### config.mk
export PLATFORM = sky130hd
export DESIGN_NAME = tlrq_ctrl
export DESIGN_NICKNAME = d
export VERILOG_FILES = /design/src/hw/rtl/tlrq_pkg.sv /design/src/hw/rtl/tlrq_ctrl.sv
export SDC_FILE = /design/constraint.sdc
export NUM_CORES = 1
export LEC_CHECK = 0
export ABC_CLOCK_PERIOD_IN_PS = 1550
export BUFFER_PORTS_ARGS = -buffer_cell sky130_fd_sc_hd__buf_2
export CORE_AREA = 5 5 42 44
export DETAILED_ROUTE_END_ITERATION = 8
export DIE_AREA = 0 0 47 49
export GPL_TIMING_DRIVEN = 0
export PLACE_DENSITY = 0.54
export RECOVER_POWER = 50
export SLEW_MARGIN = 20
export SYNTH_ARGS = -nofsm -noshare
export SYNTH_HDL_FRONTEND = slang
export SYNTH_SLANG_ARGS = --single-unit
### constraint.sdc
create_clock -name i_clk -period 1.55 [get_ports i_clk]
set_clock_uncertainty 0.2 [all_clocks]
set_input_delay 0.0775 -clock i_clk [delete_from_list [all_inputs] [get_ports i_clk]]
set_output_delay 0.0775 -clock i_clk [all_outputs]
set_load 0.05 [all_outputs]
### src/hw/rtl/tlrq_pkg.sv
package tlrq_pkg;

    localparam int LEVEL_DEPTH_DEF = 64;
    localparam int ID_BITS_DEF     = 16;
    localparam int NUM_LEVELS      = 3;

    localparam logic [7:0] PRIO_TOP_HIGH = 8'd149;
    localparam logic [7:0] PRIO_TOP_LOW  = 8'd100;
    localparam logic [7:0] PRIO_MID_HIGH = 8'd99;
    localparam logic [7:0] PRIO_MID_LOW  = 8'd50;
    localparam logic [7:0] PRIO_RR_HIGH  = 8'd49;

    localparam logic OP_PUSH = 1'b0;
    localparam logic OP_POP  = 1'b1;

    localparam logic [1:0] LVL_TOP = 2'd0;
    localparam logic [1:0] LVL_MID = 2'd1;
    localparam logic [1:0] LVL_RR  = 2'd2;

    localparam logic [1:0] ST_OK    = 2'd0;
    localparam logic [1:0] ST_FULL  = 2'd1;
    localparam logic [1:0] ST_RANGE = 2'd2;
    localparam logic [1:0] ST_EMPTY = 2'd3;

    typedef struct packed {
        logic        operation;
        logic [15:0] task_id;
        logic [7:0]  task_priority;
    } t_in;

    typedef struct packed {
        logic [1:0]  status;
        logic [15:0] out_task_id;
        logic [7:0]  out_priority;
        logic [1:0]  out_level;
    } t_out;

    typedef enum logic [1:0] {
        K_SIMPLE = 2'd0,
        K_POP    = 2'd1,
        K_INSERT = 2'd2
    } t_kind;

    typedef struct packed {
        logic accept;
        logic simple;
        logic rd_head;
        logic pop_fin;
        logic mid_start;
        logic mid_step;
    } t_cmd;

    typedef struct packed {
        t_kind kind;
        logic  step_done;
    } t_stat;

endpackage

### src/hw/rtl/tlrq_ctrl.sv
module tlrq_ctrl
    import tlrq_pkg::*;
(
    input  logic  i_clk,
    input  logic  i_rst_n,
    input  logic  i_in_valid,
    output logic  o_in_ready,
    output logic  o_out_valid,
    input  logic  i_out_ready,
    input  t_stat i_stat,
    output t_cmd  o_cmd
);

    typedef enum logic [4:0] {
        S_IDLE     = 5'b00001,
        S_DISPATCH = 5'b00010,
        S_POP_FIN  = 5'b00100,
        S_INS_STEP = 5'b01000,
        S_OUT      = 5'b10000
    } t_state;

    t_state r_state;
    t_state n_state;

    always_comb begin
        n_state = r_state;
        o_cmd   = '0;
        unique case (r_state)
            S_IDLE: begin
                if (i_in_valid) begin
                    o_cmd.accept = 1'b1;
                    n_state      = S_DISPATCH;
                end
            end
            S_DISPATCH: begin
                unique case (i_stat.kind)
                    K_POP: begin
                        o_cmd.rd_head = 1'b1;
                        n_state       = S_POP_FIN;
                    end
                    K_INSERT: begin
                        o_cmd.mid_start = 1'b1;
                        n_state         = S_INS_STEP;
                    end
                    default: begin
                        o_cmd.simple = 1'b1;
                        n_state      = S_OUT;
                    end
                endcase
            end
            S_POP_FIN: begin
                o_cmd.pop_fin = 1'b1;
                n_state       = S_OUT;
            end
            S_INS_STEP: begin
                o_cmd.mid_step = 1'b1;
                if (i_stat.step_done) begin
                    n_state = S_OUT;
                end
            end
            S_OUT: begin
                if (i_out_ready) begin
                    n_state = S_IDLE;
                end
            end
            default: begin
                n_state = S_IDLE;
            end
        endcase
    end

    always_ff @(posedge i_clk) begin
        if (!i_rst_n) begin
            r_state <= S_IDLE;
        end else begin
            r_state <= n_state;
        end
    end

    assign o_in_ready  = (r_state == S_IDLE);
    assign o_out_valid = (r_state == S_OUT);

endmodule

==> run metrics, run 1 <==
status=finished, violations left; failing checks=negative setup slack; fin cells=102; Crit Path Category=reg -> out; Regs by FF count=r_state (5); Yosys cell types=26; Tightest Pin Transition=0.2960 ns; initial antenna violation count=0; root buffer cell=clkbuf_4; CP Launch Type=flip-flop; HPWL after DPL=684.4 microns; global-route usage over all layers=10.70%; layout net count=97; Crit Reg-Reg Startpoint=r_state[1]; WP buf/inv=2; largest register by flop count=r_state; Multi-input gate area=356.6 sq um; Synth Net Count=61; crit-path leading delay family=simple AND/OR/NAND/NOR gates; Area Overhead vs Synth=113.1%; Core ar.=0.001401 sq mm; most frequent cells in the layout=10 x buf_4, 8 x buf_6, 6 x buf_2; setup TNS=-2.807 ns; leak pwr=0.0004016 uW; CP max FO=5; Worst Min Path Start=i_stat[2]; synthesized instance count=51; clk_lat worst skew=0.25 ns; post-placement cell count=81; Worst path slowest cell=or3b_4; TritonCTS clock tree=done; Hold EP=r_state[3]; first-pass GRT wire length=1794 microns; max-cap viol count=0; Levels on crit path=4; setup ws final=-0.3402 ns; fin. max-slew vios=0; FF-to-FF End=r_state[2]; die area=0.002303 sq mm; Detail Route Antenna Nets=0; HP Class=in -> reg; Critical Path RT=1.27 ns; number of synthesis warnings=0; Slew HR=80.19%; Worst EP arrival=1.61 ns; pwr dens=584.4 mW/mm^2; Post-synth top flop=dfxtp_1; Chip Width=47 microns; clk sinks=5; die height=49 microns; Std-Cell Rows=14; DRT Wirelength=1266 microns; DRT iter0 DRCs=5; final setup vio count=12; period utilization=122.0%; Register Area=116.4 sq um; IO Port Bufs=14; routed wire length per instance=12.41 microns; dpl ws=-0.3341 ns; cell area after synthesis=401.6 sq um; via/cell ratio=4.667; Ports=15; ANT cells=0; Pwr Total=500.1 uW; Yosys reg bits=5; Period minus WS final=1.890 ns; maximum root-to-sink buffer count=2; Final Wtd Congestion=0.6714; CP max stage delay=0.41 ns; EDFF count, synth=0; largest net degree at the start of global routing=8; crit path cell chain=or3_4 > or3b_4 > clkinvlp_4 > buf_8; Initial Utilization=28.66%; f_max=0.5290 GHz; max reg flops=5; register area share after synthesis=24.92%; CTS buffer count=3; htree depth=1; Avg Cell Area, Syn=7.875 sq um; # DRC=0; R2R Setup Slk=-0.29 ns; Setup crit end kind=output pin; Min Hold Slack=0.07033 ns; most common cell after layout, fill and taps aside=buf_4; RSZ-0062 raised after global routing=yes; Layout fillers=126; Hold Fails Final Rpt=0; drt first pass iters=4; VDD IR max=0.3951 mV; vias in the first global route=452; final global-route overflow total=0; clk slew on worst S/H paths=0.05 ns; Vias=476; asr flop ratio synth=0%; proportion of layout cells with a drive suffix above 1=66.28%; worst r2r path cells=6; hold depth=4
==> per-stage QoR <==
step | instance area [sq um] | util (%)
after floorplan | 434.2 | -
after global placement | 524.3 | 37.41
after detailed placement | 524.3 | 37.41
after CTS | 770.7 | 55.00
after global routing | 855.8 | 61.07
final | 855.8 | 61.07
==> worst min-delay path, stage by stage <==
cell and delay (ns):
buf_2 0.11, ha_1 0.17, nand2_1 0.07, a21boi_2 0.05
==> how the worst max path moves through the flow <==
stage | start | end | slack (ns)
after floorplan | r_state[4] | o_cmd[5] | -0.33
after global placement | r_state[3] | o_cmd[3] | -0.35
after detailed placement | r_state[3] | o_cmd[3] | -0.33
after CTS | r_state[3] | o_out_valid | -0.36
after global routing | r_state[1] | o_cmd[5] | -0.40
final | r_state[0] | o_out_valid | -0.34
==> cell usage after synthesis (2+ instances only) <==
master | number | area share [%]
nor2_1 | 3 | 2.8
dfxtp_1 | 5 | 25
nand2_1 | 2 | 1.9
inv_1 | 6 | 5.6
nor2b_1 | 2 | 3.1
ha_1 | 3 | 9.3
o21ai_0 | 3 | 3.7
and2_1 | 5 | 7.8
a21oi_1 | 3 | 3.7
or3_1 | 3 | 4.7
==> power by group <==
part | total, uW | internal, uW | switching [uW]
clock | 161 | 97.9 | 62.6
combinational | 197 | 102 | 94.8
sequential | 142 | 132 | 9.92
total | 500 | 333 | 167
==> layout make-up <==
| class | count | area share (%) |
|---|---|---|
| multi-input cells | 38 | 41.67 |
| repair buffers | 32 | 34.94 |
| flip-flops and latches | 5 | 13.60 |
| clock buffers | 4 | 3.070 |
| inverters | 6 | 3.070 |
| well taps | 16 | 2.339 |
| plain buffers | 1 | 1.316 |
==> what timing repair did <==
| action | 4_1_cts | 5_1_grt |
|---|---|---|
| setup endpoints to repair | 12 | 12 |
| resized for setup | 30 | 19 |
| hold endpoints to repair | 4 | 0 |
| pin swaps | 8 | 7 |
| hold buffers | 4 | 0 |
| buffers inserted | 10 | 4 |
==> logic make-up (layout without fill, tap and decap cells) <==
family                   Yosys count  count (layout)  synth area share (%)
buffers and inverters              8              43                 10.28
adder cells (fa/ha/maj)            3               3                 9.347
XOR/XNOR                           1               1                 2.181
flip-flops                         5               5                 24.92
AO/OA/AOI/OAI                     10              10                 15.26
AND/OR/NAND/NOR                   24              24                 38.01
==> routing by layer <==
metal	wire (microns)	vias up	global-route usage, %
li1	-	241	-
met1	484	219	12.50
met2	691	14	16.52
met3	76	2	6.642
met4	14	0	1.843
met5	0	-	0
No activity file was read; power rests on OpenSTA's default activity.
==> inputs of run 2 (changes only) <==
--- a/config.mk
+++ b/config.mk
@@ -8,11 +8,13 @@
 export ABC_CLOCK_PERIOD_IN_PS = 1550
 export BUFFER_PORTS_ARGS = -buffer_cell sky130_fd_sc_hd__buf_2
 export CORE_AREA = 5 5 42 44
+export CTS_CLUSTER_DIAMETER = 150
 export DETAILED_ROUTE_END_ITERATION = 8
 export DIE_AREA = 0 0 47 49
 export GPL_TIMING_DRIVEN = 0
 export PLACE_DENSITY = 0.54
 export RECOVER_POWER = 50
+export REMOVE_ABC_BUFFERS = 1
 export SLEW_MARGIN = 20
 export SYNTH_ARGS = -nofsm -noshare
 export SYNTH_HDL_FRONTEND = slang
==> run metrics, run 2 (synthesis gave the netlist of run 1 again) <==
via/cell ratio=4.760 (was 4.667); Worst EP arrival=1.55 ns (was 1.61 ns); DR WL met3=61 microns (was 76 microns); CP max stage delay=0.38 ns (was 0.41 ns); DRT Wirelength=1284 microns (was 1266 microns); IO Port Bufs=14 (unchanged); largest net degree at the start of global routing=10 (was 8); crit path cell chain=or3_4 > or3b_4 > inv_2 > buf_8 (was or3_4 > or3b_4 > clkinvlp_4 > buf_8); most frequent cells in the layout=10 x buf_4, 9 x buf_6, 6 x buf_2 (was 10 x buf_4, 8 x buf_6, 6 x buf_2); part of the power in the clock network=31.0% (was 32.1%); Tightest Pin Transition=0.2883 ns (was 0.2960 ns); register share of total power=27.6% (was 28.5%); worst r2r path cells=7 (was 6); HP Class=in -> reg (unchanged); clk_lat worst skew=0.24 ns (was 0.25 ns); DRT met1 WL=483 microns (was 484 microns); Vias=476 (unchanged); vias in the first global route=529 (was 452); VDD IR max=0.5466 mV (was 0.3951 mV); fin. max-slew vios=0 (unchanged); Detail Route Antenna Nets=0 (unchanged); hold depth=4 (unchanged); ANT cells=0 (unchanged); setup TNS=-2.176 ns (was -2.807 ns); die area=0.002303 sq mm (unchanged); Hold EP=r_state[3] (unchanged); f_max=0.5486 GHz (was 0.5290 GHz); first-pass GRT wire length=2214 microns (was 1794 microns); Net Sw Frac=32.47% (was 33.45%); RSZ-0062 raised after global routing=yes (unchanged); Hold Fails Final Rpt=0 (unchanged); period utilization=117.6% (was 122.0%); cell internal pwr=334.7 uW (was 332.8 uW); Slew HR=80.70% (was 80.19%); failing checks=negative setup slack (unchanged); max-cap viol count=0 (unchanged); Initial Utilization=28.66% (unchanged); Final Wtd Congestion=0.7052 (was 0.6714); Std-Cell Rows=14 (unchanged); CTS buffer count=3 (unchanged); initial antenna violation count=0 (unchanged); setup ws final=-0.2729 ns (was -0.3402 ns); status=finished, violations left (unchanged); largest register by flop count=r_state (unchanged); most common cell after layout, fill and taps aside=buf_4 (unchanged); Period minus WS final=1.823 ns (was 1.890 ns); Critical Path RT=1.27 ns (about the same); Highest Signal Layer=met4 (unchanged); clk slew on worst S/H paths=0.04 ns (was 0.05 ns); CP Launch Type=flip-flop (unchanged); final global-route overflow total=0 (unchanged); global-route usage over all layers=13.20% (was 10.70%); Layout fillers=123 (was 126); routed wire length per instance=12.84 microns (was 12.41 microns); Ports=15 (unchanged); clk sinks=5 (unchanged); Met2 Routed Length=706 microns (was 691 microns); final setup vio count=12 (unchanged); drt first pass iters=1 (was 4); Worst Min Path Start=i_stat[2] (unchanged); Crit Reg-Reg Startpoint=r_state[0] (was r_state[1]); leak pwr=0.0003865 uW (was 0.0004016 uW); Setup crit end kind=output pin (unchanged); Crit Path Category=reg -> out (unchanged); DRT iter0 DRCs=0 (was 5); Comb pwr share=41.4% (was 39.4%); root buffer cell=clkbuf_4 (unchanged); Regs by FF count=r_state (5) (unchanged); TritonCTS clock tree=done (unchanged); proportion of layout cells with a drive suffix above 1=60.71% (was 66.28%); layout net count=95 (was 97); Area Overhead vs Synth=99.69% (was 113.1%); max reg flops=5 (unchanged); CP max FO=2 (was 5); dpl ws=-0.2621 ns (was -0.3341 ns); post-placement cell count=79 (was 81); Chip Width=47 microns (unchanged); HPWL after DPL=672 microns (was 684.4 microns); net switching power=161.0 uW (was 167.3 uW); fin cells=100 (was 102); htree depth=1 (unchanged); FF-to-FF End=r_state[0] (was r_state[2]); Core ar.=0.001401 sq mm (unchanged); R2R Setup Slk=-0.20 ns (was -0.29 ns); # DRC=0 (unchanged); maximum root-to-sink buffer count=2 (unchanged); Worst path slowest cell=or3_4 (was or3b_4); die height=49 microns (unchanged); pwr dens=618.0 mW/mm^2 (was 584.4 mW/mm^2)
==> run 2: final cells by class <==
class	count	area (sq um)	share of cell area (%)
Multi-Input combinational cell	38	340.3	42.43
Timing Repair Buffer	31	276.5	34.48
Sequential cell	5	116.4	14.51
Clock buffer	4	26.28	3.276
Inverter	6	22.52	2.808
Tap cell	16	20.02	2.496
==> run 2: how the worst max path moves through the flow <==
stage | startpoint | endpoint | cells after the start
2_1_floorplan | r_state[2] | o_cmd[5] | 3
3_3_place_gp | r_state[3] | o_cmd[3] | 4
3_5_place_dp | r_state[3] | o_cmd[3] | 4
4_1_cts | r_state[0] | o_out_valid | 4
5_1_grt | r_state[3] | o_out_valid | 4
6_report | r_state[0] | o_out_valid | 4
==> run 2: routing by layer <==
metal / vias to the layer above / global-route usage [%]
met2: 12 / 21.95
li1: 239 / -
met3: 3 / 2.214
met4: 0 / 8.295
met1: 222 / 14.60
met5: - / 0
==> run 2: through the flow <==
stage	hold slack (ns)	total power [uW]	area, sq um	utilization, %
CTS	0.07890	475.8	762.0	54.37
finish	0.08999	495.6	802.0	57.23
detailed placement	0.1354	249.2	473.0	33.75
floorplan	0.02340	221.4	382.9	-
global route	0.09410	534.7	802.0	57.23
global placement	0.1366	249.3	473.0	33.75
==> run 2: what timing repair did <==
item / 4_1_cts / 5_1_grt
hold buffers: 4 / 0
buffers inserted: 12 / 1
pin swaps: 8 / 4
resized for setup: 39 / 9
endpoints found under the setup margin: 12 / 12
endpoints found under the hold margin: 4 / 0
==> run 2: worst max-delay path, delay by kind of cell, from the launching register on <==
kind | cells | cell delay [ns]
and+or+nand+nor | 2 | 0.76
buffers and inverters | 2 | 0.20
DFF | 1 | 0.33
==> run 2: power groups by stage <==
stage	Sequential [uW]	Clock, uW	Combinational [uW]
global placement	148	0	101
CTS	136	153	187
finish	137	154	205
floorplan	145	0	76.6
detailed placement	148	0	101
global route	137	177	220
